$ cat config.mk
export PLATFORM = sky130hd
export DESIGN_NAME = set_union_intersection_top
export DESIGN_NICKNAME = d
export VERILOG_FILES = /design/src/hw/rtl/sui_pkg.sv /design/src/hw/rtl/sui_front.sv /design/src/hw/rtl/sui_queue.sv /design/src/hw/rtl/sui_back.sv /design/src/hw/rtl/set_union_intersection_top.sv
export VERILOG_INCLUDE_DIRS = /design/src /design/src/hw/rtl
export SDC_FILE = /design/constraint.sdc
export NUM_CORES = 2
export LEC_CHECK = 0
export ABC_CLOCK_PERIOD_IN_PS = 10460
export BUFFER_PORTS_ARGS = -buffer_cell sky130_fd_sc_hd__buf_4
export CAP_MARGIN = 20
export CORE_MARGIN = 3
export CORE_UTILIZATION = 60
export DETAILED_ROUTE_END_ITERATION = 12
export PLACE_DENSITY = 0.78
export REMOVE_ABC_BUFFERS = 1
export SLEW_MARGIN = 25
export SYNTH_ARGS = -nofsm -noshare
export SYNTH_HDL_FRONTEND = slang
export SYNTH_HIERARCHICAL = 1
export SYNTH_SLANG_ARGS = --single-unit
$ cat constraint.sdc
create_clock -name aclk -period 10.46 [get_ports aclk]
set_input_delay 0.523 -clock aclk [delete_from_list [all_inputs] [get_ports aclk]]
set_output_delay 0.523 -clock aclk [all_outputs]
set_load 0.05 [all_outputs]
$ cat src/hw/rtl/set_union_intersection_top_macros.svh
`ifndef SET_UNION_INTERSECTION_TOP_MACROS_SVH
`define SET_UNION_INTERSECTION_TOP_MACROS_SVH

`ifndef NO_ASSERTIONS

// property that must hold on every clock edge outside reset
`define SUI_ASSERT(label, clk, rstn, prop, msg) \
    label: assert property (@(posedge clk) disable iff (!rstn) prop) else $error(msg);

// condition that must never be seen outside reset
`define SUI_ASSERT_NEVER(label, clk, rstn, cond, msg) \
    label: assert property (@(posedge clk) disable iff (!rstn) !(cond)) else $error(msg);

`else

`define SUI_ASSERT(label, clk, rstn, prop, msg)
`define SUI_ASSERT_NEVER(label, clk, rstn, cond, msg)

`endif

`endif

$ cat src/hw/rtl/sui_pkg.sv
package sui_pkg;

    localparam int DEF_MAX_ITEMS = 16;
    localparam int VALUE_W       = 32;
    localparam int CMD_W         = 2;
    localparam int USER_OUT_W    = 4;

    localparam int QUEUE_DEPTH   = 4;
    localparam int QUEUE_AW      = 2;

    localparam logic [CMD_W-1:0] CMD_APPEND_A = 2'd0;
    localparam logic [CMD_W-1:0] CMD_APPEND_B = 2'd1;
    localparam logic [CMD_W-1:0] CMD_COMPUTE  = 2'd2;

    typedef enum logic [1:0] {
        OP_APPEND_A,
        OP_APPEND_B,
        OP_COMPUTE
    } op_t;

    typedef struct packed {
        op_t                op;
        logic [VALUE_W-1:0] value;
    } q_entry_t;

    typedef struct packed {
        logic     valid;
        q_entry_t entry;
    } push_t;

    // from the lowest bit: which_list, list_empty, last_in_list, overflowed
    typedef struct packed {
        logic overflowed;
        logic last_in_list;
        logic list_empty;
        logic which_list;
    } res_user_t;

endpackage

$ cat src/hw/rtl/sui_front.sv
module sui_front (
    input  logic                             aclk,
    input  logic                             aresetn,
    input  logic                             s_tvalid,
    output logic                             s_tready,
    input  logic [sui_pkg::VALUE_W-1:0]      s_tdata,   // value
    input  logic [sui_pkg::CMD_W-1:0]        s_tuser,   // command
    output sui_pkg::push_t                   push,
    input  logic                             push_ready
);

    logic              hold_valid_reg, hold_valid_next;
    sui_pkg::q_entry_t hold_entry_reg, hold_entry_next;
    logic              accept;
    logic              known_cmd;
    sui_pkg::op_t      op_dec;

    // classify the command, unused codes are dropped here
    always_comb begin
        known_cmd = 1'b1;
        op_dec    = sui_pkg::OP_COMPUTE;
        case (s_tuser)
            sui_pkg::CMD_APPEND_A: begin
                op_dec = sui_pkg::OP_APPEND_A;
            end
            sui_pkg::CMD_APPEND_B: begin
                op_dec = sui_pkg::OP_APPEND_B;
            end
            sui_pkg::CMD_COMPUTE: begin
                op_dec = sui_pkg::OP_COMPUTE;
            end
            default: begin
                known_cmd = 1'b0;
            end
        endcase
    end

    assign s_tready = !hold_valid_reg || push_ready;
    assign accept   = s_tvalid && s_tready;

    always_comb begin
        hold_valid_next = hold_valid_reg && !push_ready;
        hold_entry_next = hold_entry_reg;
        if (accept) begin
            hold_valid_next       = known_cmd;
            hold_entry_next.op    = op_dec;
            hold_entry_next.value = s_tdata;
        end
    end

    always_ff @(posedge aclk) begin
        if (!aresetn) begin
            hold_valid_reg <= 1'b0;
        end else begin
            hold_valid_reg <= hold_valid_next;
        end
        hold_entry_reg <= hold_entry_next;
    end

    assign push.valid = hold_valid_reg;
    assign push.entry = hold_entry_reg;

endmodule

$ cat src/hw/rtl/sui_queue.sv
module sui_queue (
    input  logic              aclk,
    input  logic              aresetn,
    input  sui_pkg::push_t    push,
    output logic              push_ready,
    output logic              q_valid,
    output sui_pkg::q_entry_t q_entry,
    input  logic              q_pop
);

    sui_pkg::q_entry_t                slots_reg [sui_pkg::QUEUE_DEPTH];
    logic [sui_pkg::QUEUE_AW-1:0]     wr_ptr_reg, wr_ptr_next;
    logic [sui_pkg::QUEUE_AW-1:0]     rd_ptr_reg, rd_ptr_next;
    logic [sui_pkg::QUEUE_AW:0]       fill_reg, fill_next;
    logic                             do_push, do_pop;

    assign push_ready = (fill_reg != (sui_pkg::QUEUE_AW+1)'(sui_pkg::QUEUE_DEPTH));
    assign q_valid    = (fill_reg != '0);
    assign q_entry    = slots_reg[rd_ptr_reg];
    assign do_push    = push.valid && push_ready;
    assign do_pop     = q_pop && q_valid;

    always_comb begin
        wr_ptr_next = do_push ? wr_ptr_reg + 1'b1 : wr_ptr_reg;
        rd_ptr_next = do_pop  ? rd_ptr_reg + 1'b1 : rd_ptr_reg;
        fill_next   = fill_reg;
        if (do_push && !do_pop) begin
            fill_next = fill_reg + 1'b1;
        end else if (!do_push && do_pop) begin
            fill_next = fill_reg - 1'b1;
        end
    end

    always_ff @(posedge aclk) begin
        if (!aresetn) begin
            wr_ptr_reg <= '0;
            rd_ptr_reg <= '0;
            fill_reg   <= '0;
        end else begin
            wr_ptr_reg <= wr_ptr_next;
            rd_ptr_reg <= rd_ptr_next;
            fill_reg   <= fill_next;
        end
    end

    always_ff @(posedge aclk) begin
        if (do_push) begin
            slots_reg[wr_ptr_reg] <= push.entry;
        end
    end

endmodule

$ cat src/hw/rtl/sui_back.sv
`include "set_union_intersection_top_macros.svh"

module sui_back #(
    parameter int MAX_ITEMS = sui_pkg::DEF_MAX_ITEMS
) (
    input  logic                             aclk,
    input  logic                             aresetn,
    input  logic                             q_valid,
    input  sui_pkg::q_entry_t                q_entry,
    output logic                             q_pop,
    output logic                             m_tvalid,
    input  logic                             m_tready,
    output logic [sui_pkg::VALUE_W-1:0]      m_tdata,
    output logic [sui_pkg::USER_OUT_W-1:0]   m_tuser,
    output logic                             m_tlast
);

    localparam int AW  = (MAX_ITEMS > 1) ? $clog2(MAX_ITEMS) : 1;
    localparam int CW  = $clog2(MAX_ITEMS + 1);
    localparam int NUW = $clog2(2 * MAX_ITEMS + 1);
    localparam int VW  = sui_pkg::VALUE_W;
    localparam logic [CW-1:0] CAP = CW'(MAX_ITEMS);

    typedef enum logic [3:0] {
        B_IDLE,
        B_SNEXT,
        B_FETCH,
        B_HOLD,
        B_INNER,
        B_ENEXT,
        B_EFETCH,
        B_ESEND,
        B_DONE
    } state_t;

    typedef enum logic [1:0] {
        EP_INTER,
        EP_UNA,
        EP_UNB
    } ephase_t;

    // element stores and per-element flags
    logic [VW-1:0] list_a_mem [MAX_ITEMS];
    logic [VW-1:0] list_b_mem [MAX_ITEMS];
    logic [1:0]    flag_a_mem [MAX_ITEMS];
    logic          flag_b_mem [MAX_ITEMS];

    logic [VW-1:0] rdata_a_reg, rdata_b_reg;
    logic [1:0]    rflag_a_reg;
    logic          rflag_b_reg;

    state_t              state_reg, state_next;
    ephase_t             ph_reg, ph_next;
    logic [CW-1:0]       na_reg, na_next;
    logic [CW-1:0]       nb_reg, nb_next;
    logic                ovf_reg, ovf_next;
    logic [CW-1:0]       o_reg, o_next;
    logic                sel_reg, sel_next;
    logic [VW-1:0]       v_reg, v_next;
    logic [CW-1:0]       k_reg, k_next;
    logic                pend_reg, pend_next;
    logic [CW-1:0]       pidx_reg, pidx_next;
    logic                dup_reg, dup_next;
    logic                hit_reg, hit_next;
    logic [CW-1:0]       ni_reg, ni_next;
    logic [NUW-1:0]      nu_reg, nu_next;
    logic [CW-1:0]       ci_reg, ci_next;
    logic [NUW-1:0]      cu_reg, cu_next;

    logic                m_tvalid_reg, m_tvalid_next;
    logic [VW-1:0]       m_tdata_reg, m_tdata_next;
    sui_pkg::res_user_t  m_tuser_reg, m_tuser_next;
    logic                m_tlast_reg, m_tlast_next;

    logic [AW-1:0] rd_addr;
    logic          we_a, we_b, we_fa, we_fb;
    logic [AW-1:0] wa_addr, wb_addr, wf_addr;
    logic [1:0]    fa_wdata;
    logic          fb_wdata;

    logic [CW-1:0] other_cnt;
    logic [CW-1:0] lim;
    logic [VW-1:0] same_word, other_word;
    logic          slot_free;
    logic          first_a, inter_a, new_b;
    logic [CW-1:0] o_inc, ci_inc;
    logic [NUW-1:0] cu_inc;
    logic          want;
    logic [VW-1:0] emit_word;

    assign rd_addr    = (state_reg == B_INNER) ? k_reg[AW-1:0] : o_reg[AW-1:0];
    assign other_cnt  = sel_reg ? na_reg : nb_reg;
    assign lim        = (o_reg > other_cnt) ? o_reg : other_cnt;
    assign same_word  = sel_reg ? rdata_b_reg : rdata_a_reg;
    assign other_word = sel_reg ? rdata_a_reg : rdata_b_reg;
    assign slot_free  = !m_tvalid_reg || m_tready;
    assign first_a    = !dup_reg;
    assign inter_a    = !dup_reg && hit_reg;
    assign new_b      = !dup_reg && !hit_reg;
    assign o_inc      = o_reg + 1'b1;
    assign ci_inc     = ci_reg + 1'b1;
    assign cu_inc     = cu_reg + 1'b1;
    assign emit_word  = (ph_reg == EP_UNB) ? rdata_b_reg : rdata_a_reg;
    assign q_pop      = (state_reg == B_IDLE) && q_valid;

    always_comb begin
        case (ph_reg)
            EP_INTER: want = rflag_a_reg[1];
            EP_UNA:   want = rflag_a_reg[0];
            EP_UNB:   want = rflag_b_reg;
            default:  want = 1'b0;
        endcase
    end

    always_comb begin
        state_next    = state_reg;
        ph_next       = ph_reg;
        na_next       = na_reg;
        nb_next       = nb_reg;
        ovf_next      = ovf_reg;
        o_next        = o_reg;
        sel_next      = sel_reg;
        v_next        = v_reg;
        k_next        = k_reg;
        pend_next     = 1'b0;
        pidx_next     = k_reg;
        dup_next      = dup_reg;
        hit_next      = hit_reg;
        ni_next       = ni_reg;
        nu_next       = nu_reg;
        ci_next       = ci_reg;
        cu_next       = cu_reg;
        m_tvalid_next = m_tvalid_reg && !m_tready;
        m_tdata_next  = m_tdata_reg;
        m_tuser_next  = m_tuser_reg;
        m_tlast_next  = m_tlast_reg;
        we_a          = 1'b0;
        we_b          = 1'b0;
        we_fa         = 1'b0;
        we_fb         = 1'b0;
        wa_addr       = na_reg[AW-1:0];
        wb_addr       = nb_reg[AW-1:0];
        wf_addr       = o_reg[AW-1:0];
        fa_wdata      = {inter_a, first_a};
        fb_wdata      = new_b;

        case (state_reg)
            B_IDLE: begin
                if (q_valid) begin
                    case (q_entry.op)
                        sui_pkg::OP_APPEND_A: begin
                            if (na_reg < CAP) begin
                                we_a    = 1'b1;
                                na_next = na_reg + 1'b1;
                            end else begin
                                ovf_next = 1'b1;
                            end
                        end
                        sui_pkg::OP_APPEND_B: begin
                            if (nb_reg < CAP) begin
                                we_b    = 1'b1;
                                nb_next = nb_reg + 1'b1;
                            end else begin
                                ovf_next = 1'b1;
                            end
                        end
                        sui_pkg::OP_COMPUTE: begin
                            sel_next   = 1'b0;
                            o_next     = '0;
                            ni_next    = '0;
                            nu_next    = '0;
                            ci_next    = '0;
                            cu_next    = '0;
                            state_next = B_SNEXT;
                        end
                        default: begin
                        end
                    endcase
                end
            end
            B_SNEXT: begin
                if (!sel_reg) begin
                    if (o_reg < na_reg) begin
                        state_next = B_FETCH;
                    end else begin
                        sel_next = 1'b1;
                        o_next   = '0;
                    end
                end else begin
                    if (o_reg < nb_reg) begin
                        state_next = B_FETCH;
                    end else begin
                        o_next     = '0;
                        ph_next    = EP_INTER;
                        ci_next    = '0;
                        cu_next    = '0;
                        state_next = B_ENEXT;
                    end
                end
            end
            B_FETCH: begin
                state_next = B_HOLD;
            end
            B_HOLD: begin
                v_next     = same_word;
                k_next     = '0;
                dup_next   = 1'b0;
                hit_next   = 1'b0;
                state_next = B_INNER;
            end
            B_INNER: begin
                // compare stage for the word read last cycle
                if (pend_reg && (pidx_reg < o_reg) && (same_word == v_reg)) begin
                    dup_next = 1'b1;
                end
                if (pend_reg && (pidx_reg < other_cnt) && (other_word == v_reg)) begin
                    hit_next = 1'b1;
                end
                if (k_reg < lim) begin
                    pend_next = 1'b1;
                    k_next    = k_reg + 1'b1;
                end else if (!pend_reg) begin
                    if (!sel_reg) begin
                        we_fa   = 1'b1;
                        ni_next = ni_reg + CW'(inter_a);
                        nu_next = nu_reg + NUW'(first_a);
                    end else begin
                        we_fb   = 1'b1;
                        nu_next = nu_reg + NUW'(new_b);
                    end
                    o_next     = o_inc;
                    state_next = B_SNEXT;
                end
            end
            B_ENEXT: begin
                case (ph_reg)
                    EP_INTER: begin
                        if (ni_reg == '0) begin
                            if (slot_free) begin
                                m_tvalid_next             = 1'b1;
                                m_tdata_next              = '0;
                                m_tuser_next.which_list   = 1'b0;
                                m_tuser_next.list_empty   = 1'b1;
                                m_tuser_next.last_in_list = 1'b1;
                                m_tuser_next.overflowed   = ovf_reg;
                                m_tlast_next              = 1'b0;
                                ph_next                   = EP_UNA;
                                o_next                    = '0;
                            end
                        end else if (o_reg < na_reg) begin
                            state_next = B_EFETCH;
                        end else begin
                            ph_next = EP_UNA;
                            o_next  = '0;
                        end
                    end
                    EP_UNA: begin
                        if (nu_reg == '0) begin
                            if (slot_free) begin
                                m_tvalid_next             = 1'b1;
                                m_tdata_next              = '0;
                                m_tuser_next.which_list   = 1'b1;
                                m_tuser_next.list_empty   = 1'b1;
                                m_tuser_next.last_in_list = 1'b1;
                                m_tuser_next.overflowed   = ovf_reg;
                                m_tlast_next              = 1'b1;
                                state_next                = B_DONE;
                            end
                        end else if (o_reg < na_reg) begin
                            state_next = B_EFETCH;
                        end else begin
                            ph_next = EP_UNB;
                            o_next  = '0;
                        end
                    end
                    default: begin
                        if (o_reg < nb_reg) begin
                            state_next = B_EFETCH;
                        end else begin
                            state_next = B_DONE;
                        end
                    end
                endcase
            end
            B_EFETCH: begin
                state_next = B_ESEND;
            end
            B_ESEND: begin
                if (!want) begin
                    o_next     = o_inc;
                    state_next = B_ENEXT;
                end else if (slot_free) begin
                    m_tvalid_next           = 1'b1;
                    m_tdata_next            = emit_word;
                    m_tuser_next.list_empty = 1'b0;
                    m_tuser_next.overflowed = ovf_reg;
                    if (ph_reg == EP_INTER) begin
                        m_tuser_next.which_list   = 1'b0;
                        m_tuser_next.last_in_list = (ci_inc == ni_reg);
                        m_tlast_next              = 1'b0;
                        ci_next                   = ci_inc;
                    end else begin
                        m_tuser_next.which_list   = 1'b1;
                        m_tuser_next.last_in_list = (cu_inc == nu_reg);
                        m_tlast_next              = (cu_inc == nu_reg);
                        cu_next                   = cu_inc;
                    end
                    o_next     = o_inc;
                    state_next = B_ENEXT;
                end
            end
            B_DONE: begin
                na_next    = '0;
                nb_next    = '0;
                ovf_next   = 1'b0;
                state_next = B_IDLE;
            end
            default: begin
                state_next = B_IDLE;
            end
        endcase
    end

    always_ff @(posedge aclk) begin
        if (!aresetn) begin
            state_reg    <= B_IDLE;
            ph_reg       <= EP_INTER;
            na_reg       <= '0;
            nb_reg       <= '0;
            ovf_reg      <= 1'b0;
            o_reg        <= '0;
            sel_reg      <= 1'b0;
            k_reg        <= '0;
            pend_reg     <= 1'b0;
            ni_reg       <= '0;
            nu_reg       <= '0;
            ci_reg       <= '0;
            cu_reg       <= '0;
            m_tvalid_reg <= 1'b0;
        end else begin
            state_reg    <= state_next;
            ph_reg       <= ph_next;
            na_reg       <= na_next;
            nb_reg       <= nb_next;
            ovf_reg      <= ovf_next;
            o_reg        <= o_next;
            sel_reg      <= sel_next;
            k_reg        <= k_next;
            pend_reg     <= pend_next;
            ni_reg       <= ni_next;
            nu_reg       <= nu_next;
            ci_reg       <= ci_next;
            cu_reg       <= cu_next;
            m_tvalid_reg <= m_tvalid_next;
        end
        v_reg       <= v_next;
        pidx_reg    <= pidx_next;
        dup_reg     <= dup_next;
        hit_reg     <= hit_next;
        m_tdata_reg <= m_tdata_next;
        m_tuser_reg <= m_tuser_next;
        m_tlast_reg <= m_tlast_next;
    end

    always_ff @(posedge aclk) begin
        if (we_a) begin
            list_a_mem[wa_addr] <= q_entry.value;
        end
        if (we_b) begin
            list_b_mem[wb_addr] <= q_entry.value;
        end
        if (we_fa) begin
            flag_a_mem[wf_addr] <= fa_wdata;
        end
        if (we_fb) begin
            flag_b_mem[wf_addr] <= fb_wdata;
        end
        rdata_a_reg <= list_a_mem[rd_addr];
        rdata_b_reg <= list_b_mem[rd_addr];
        rflag_a_reg <= flag_a_mem[rd_addr];
        rflag_b_reg <= flag_b_mem[rd_addr];
    end

    assign m_tvalid = m_tvalid_reg;
    assign m_tdata  = m_tdata_reg;
    assign m_tuser  = m_tuser_reg;
    assign m_tlast  = m_tlast_reg;

    `SUI_ASSERT(a_count_cap, aclk, aresetn, (na_reg <= CAP) && (nb_reg <= CAP), "list count above capacity")
    `SUI_ASSERT(a_inter_count, aclk, aresetn, ci_reg <= ni_reg, "more intersection items than found")
    `SUI_ASSERT(a_tlast_union, aclk, aresetn, (m_tvalid_reg && m_tlast_reg) |-> (m_tuser_reg.which_list && m_tuser_reg.last_in_list), "run end not on last union item")
    `SUI_ASSERT(a_clear_after_run, aclk, aresetn, (state_reg == B_DONE) |=> ((na_reg == '0) && (nb_reg == '0) && !ovf_reg), "lists not cleared after compute")
    `SUI_ASSERT_NEVER(a_pop_busy, aclk, aresetn, q_pop && (state_reg != B_IDLE), "queue popped while busy")

endmodule

$ cat src/hw/rtl/set_union_intersection_top.sv
// appends: handled in the executer while it is idle; an accepted item passes the front hold register
// and the queue to reach it. compute: the scan of each stored element reads both element stores up to
// the larger of its index and the other list's count, through the single read port of each store;
// emit then sends each flagged element. A compute keeps the next queued item waiting until it is done
// sync active-low reset clears counts, overflow flag, queue and output valid; stores are not cleared
module set_union_intersection_top #(
    parameter int MAX_ITEMS = sui_pkg::DEF_MAX_ITEMS
) (
    input  logic                               aclk,
    input  logic                               aresetn,
    input  logic                               s_tvalid,
    output logic                               s_tready,
    input  logic [sui_pkg::VALUE_W-1:0]        s_tdata,   // value
    input  logic [sui_pkg::CMD_W-1:0]          s_tuser,   // command
    output logic                               m_tvalid,
    input  logic                               m_tready,
    output logic [sui_pkg::VALUE_W-1:0]        m_tdata,   // value_res
    output logic [sui_pkg::USER_OUT_W-1:0]     m_tuser,   // which_list, list_empty, last_in_list, overflowed
    output logic                               m_tlast
);

    sui_pkg::push_t    push;
    logic              push_ready;
    logic              q_valid;
    sui_pkg::q_entry_t q_entry;
    logic              q_pop;

    sui_front u_front (
        .aclk       (aclk),
        .aresetn    (aresetn),
        .s_tvalid   (s_tvalid),
        .s_tready   (s_tready),
        .s_tdata    (s_tdata),
        .s_tuser    (s_tuser),
        .push       (push),
        .push_ready (push_ready)
    );

    sui_queue u_queue (
        .aclk       (aclk),
        .aresetn    (aresetn),
        .push       (push),
        .push_ready (push_ready),
        .q_valid    (q_valid),
        .q_entry    (q_entry),
        .q_pop      (q_pop)
    );

    sui_back #(
        .MAX_ITEMS (MAX_ITEMS)
    ) u_back (
        .aclk     (aclk),
        .aresetn  (aresetn),
        .q_valid  (q_valid),
        .q_entry  (q_entry),
        .q_pop    (q_pop),
        .m_tvalid (m_tvalid),
        .m_tready (m_tready),
        .m_tdata  (m_tdata),
        .m_tuser  (m_tuser),
        .m_tlast  (m_tlast)
    );

endmodule
==> flow_summary.ini <==
[outcome]
status = complete, no violations

[route]
drc = 0
vias_per_cell = 6.71
routed-via-count = 30832
drt_iter0_drc = 4300
postRouteAntennaNets = 0
wl_per_cell_um = 30.8
wl_um = 142000
drt_pass1_iterations = 12

[synth]
yosysWarnings = 6
synth_edf_count = 1313
synth_top_cell_by_area = edfxtp_1
synth_most_common_cell = edfxtp_1
syn_avg_cell_area_um2 = 18.6
syn_area_um2 = 57000
ys_ff_latch = 1447
yosysTopAreaCellShare_pct = 69.2
seq_area_frac_synth_pct = 73.9
synthCells = 3061
synth_common_cells = 1313 x edfxtp_1, 298 x mux4_2, 264 x nand2_1
synth_area_leaders = edfxtp_1 69%, mux4_2 12%, dfxtp_1 4.7%
synthArstFlopShare_pct = 0
synth_flop_cell = edfxtp_1
ys_types = 74

[sta]
skew_ns = 0.0313
setup_tns_ns = 0
hold_viol = 0
fmax_mhz = 212
relSlewSlack_pct = 25.0
worst_pin_slew_ns = 1.12
finalMaxSlewViolations = 0
rsz0062_at_grt = no
min_period_ns = 4.71
setup_viol = 0
fin_crit_sh_pct = 45.0

[floorplanning]
io_pins = 77
fp.dieW_um = 314
coreArea_um2 = 93700
num_rows = 112
die_h_um = 314
initial_utilization_pct = 60.8
die_area_um2 = 98700

[power]
powerDensity_nw_per_um2 = 220
p_leak_uw = 0.0212
pwr-share-comb_pct = 14.6
internal-power_uw = 10600
seqPwrFrac_pct = 49.3
swShare_pct = 25.1
power.switching_uw = 3550
ir_drop_mv = 0.219
clkPwrFrac_pct = 36.1

[clocking]
cts_tree = built
clockBufferDepth = 3
path_clk_slew_ns = 0.06
clk_latency_ns = 0.76
cts_made_buffers = 142
cts_setup_buffers = 0
root_buffer = clkbuf_16
cts_hold_buf = 33
cts.sinks = 1447
cts_resized = 0
htree_levels = 4

[placement]
place_area_um2 = 59100
numPortBuffers = 76
place_congestion = 0.895
hpwl_um = 72700

[setup_path]
critical_path_arrival_ns = 5.32
crit_path_end_kind = register
cp-start-kind = register
critPathMaxFanout = 43
worstPathRequired_ns = 11.08
critical_path_class = register to register

[grt]
grt_max_degree = 150
grt_pass1_vias = 31353
grt_pass1_wl_um = 209000
antenna_found_initial = 1
grt_use_total_pct = 29.4
overflow = 0

[finish]
antenna_cells = 0
area_growth_pct = 12.6
stdcell_area_um2 = 64200
drive_above_1_share_pct = 22.3
nNetsFinal = 3312

[worst_hold_path]
min_path_type = input port to register

[job]
drv_cap = 0
==> metal layers <==
| metal | track usage (%) | part of all wire [%] | vias up |
|---|---|---|---|
| li1 | - | - | 12560 |
| met1 | 40.7 | 36 | 15702 |
| met2 | 46.3 | 48 | 2156 |
| met3 | 6.50 | 12 | 412 |
| met4 | 11.5 | 4.2 | 2 |
| met5 | 0 | 0.0049 | - |
==> final timing paths <==
path	from	to	slack, ns	depth (start not counted)
min	s_tuser[0]	u_front/push[32]$_DFFE_PP_	0.08	2
max reg2reg	u_back/sel_reg$_SDFFE_PN0P_	u_back/k_reg[2]$_SDFFE_PN0P_	5.75	15
max	u_back/sel_reg$_SDFFE_PN0P_	u_back/k_reg[2]$_SDFFE_PN0P_	5.75	15
min reg2reg	u_back/k_reg[4]$_SDFFE_PN0P_	u_back/pidx_reg[4]$_DFF_P_	0.41	0
==> layout by cell type, fill, tap and decap left out, types with 6 or more instances in the layout <==
cell type | synthesis | routed
clkbuf_8 | 0 | 14
nor2_1 | 110 | 86
or3_1 | 15 | 15
a31oi_1 | 71 | 71
nand2b_1 | 16 | 15
and2_1 | 74 | 69
a21oi_1 | 68 | 68
clkbuf_1 | 87 | 33
dfxtp_1 | 134 | 131
nand3_1 | 15 | 15
nor2b_1 | 9 | 7
a21o_1 | 10 | 10
nor3_1 | 29 | 21
nor4_1 | 16 | 16
bufinv_16 | 0 | 11
mux4_2 | 298 | 300
clkbuf_16 | 0 | 147
a22oi_1 | 7 | 7
clkinv_1 | 1 | 16
ha_1 | 49 | 49
clkinv_2 | 0 | 28
mux2i_1 | 50 | 48
mux2_2 | 33 | 33
inv_1 | 37 | 36
nor3_2 | 0 | 8
o21ai_0 | 23 | 23
edfxtp_1 | 1313 | 1313
xnor2_1 | 44 | 44
nand2_1 | 264 | 264
buf_4 | 5 | 133
nor2_4 | 0 | 24
or4_1 | 8 | 8
xor2_1 | 46 | 46
and3_1 | 6 | 6
nand4_1 | 14 | 14
dlygate4sd3_1 | 0 | 33
a211oi_1 | 69 | 69
clkinv_8 | 0 | 7
==> metrics by stage <==
step / instances / total power [µW] / setup WS (ns) / hold WS (ns) / utilization, %
2_1_floorplan: 2909 / 8700 / -0.867 / 0.367 / -
3_3_place_gp: 4301 / 9020 / 5.94 / 0.404 / 63.1
3_5_place_dp: 4301 / 9110 / 5.90 / 0.393 / 63.1
4_1_cts: 4597 / 14200 / 5.86 / 0.0351 / 68.5
5_1_grt: 4597 / 14600 / 5.46 / 0.0640 / 68.5
6_report: 4597 / 14100 / 5.75 / 0.0806 / 68.5
==> critical path, stage by stage (launching register included) <==
cell	delay [ns]
dfxtp_4	0.82
mux2i_1	0.44
ha_1	0.32
a211oi_1	0.26
o221a_2	0.26
or2_0	0.25
nand2_1	0.09
o21ai_0	0.09
ha_1	0.27
a21o_1	0.16
a21o_1	0.18
a21o_1	0.19
a311oi_1	0.70
nand2_1	0.19
xor2_1	0.26
nor2_1	0.08
==> final cells by class <==
class                      instances  area [µm²]
multi-input combinational       1424       14200
clock inverter                    69         728
sequential                      1447       42100
clock buffer                     194        4000
inverter                          38         143
timing repair buffer             171        1410
fill                            5693       29600
tap                             1254        1570
==> logic make-up after synthesis <==
group,count (synthesis),share of synthesized area (%)
flops,1447,73.9
simple gates,597,4.89
buf+inv,190,1.66
xor+xnor,90,1.38
mux,387,13.6
compound gates,300,3.51
fa+ha+maj,50,1.11
==> power groups by stage <==
stage / registers (µW) / logic, µW / clock network [µW]
CTS: 6970 / 2060 / 5180
detailed placement: 7080 / 2030 / 0
finish: 6970 / 2070 / 5110
global placement: 7070 / 1960 / 0
floorplan: 7030 / 1670 / 0
global route: 6990 / 2230 / 5400
Power figures use the tool's default switching activity.
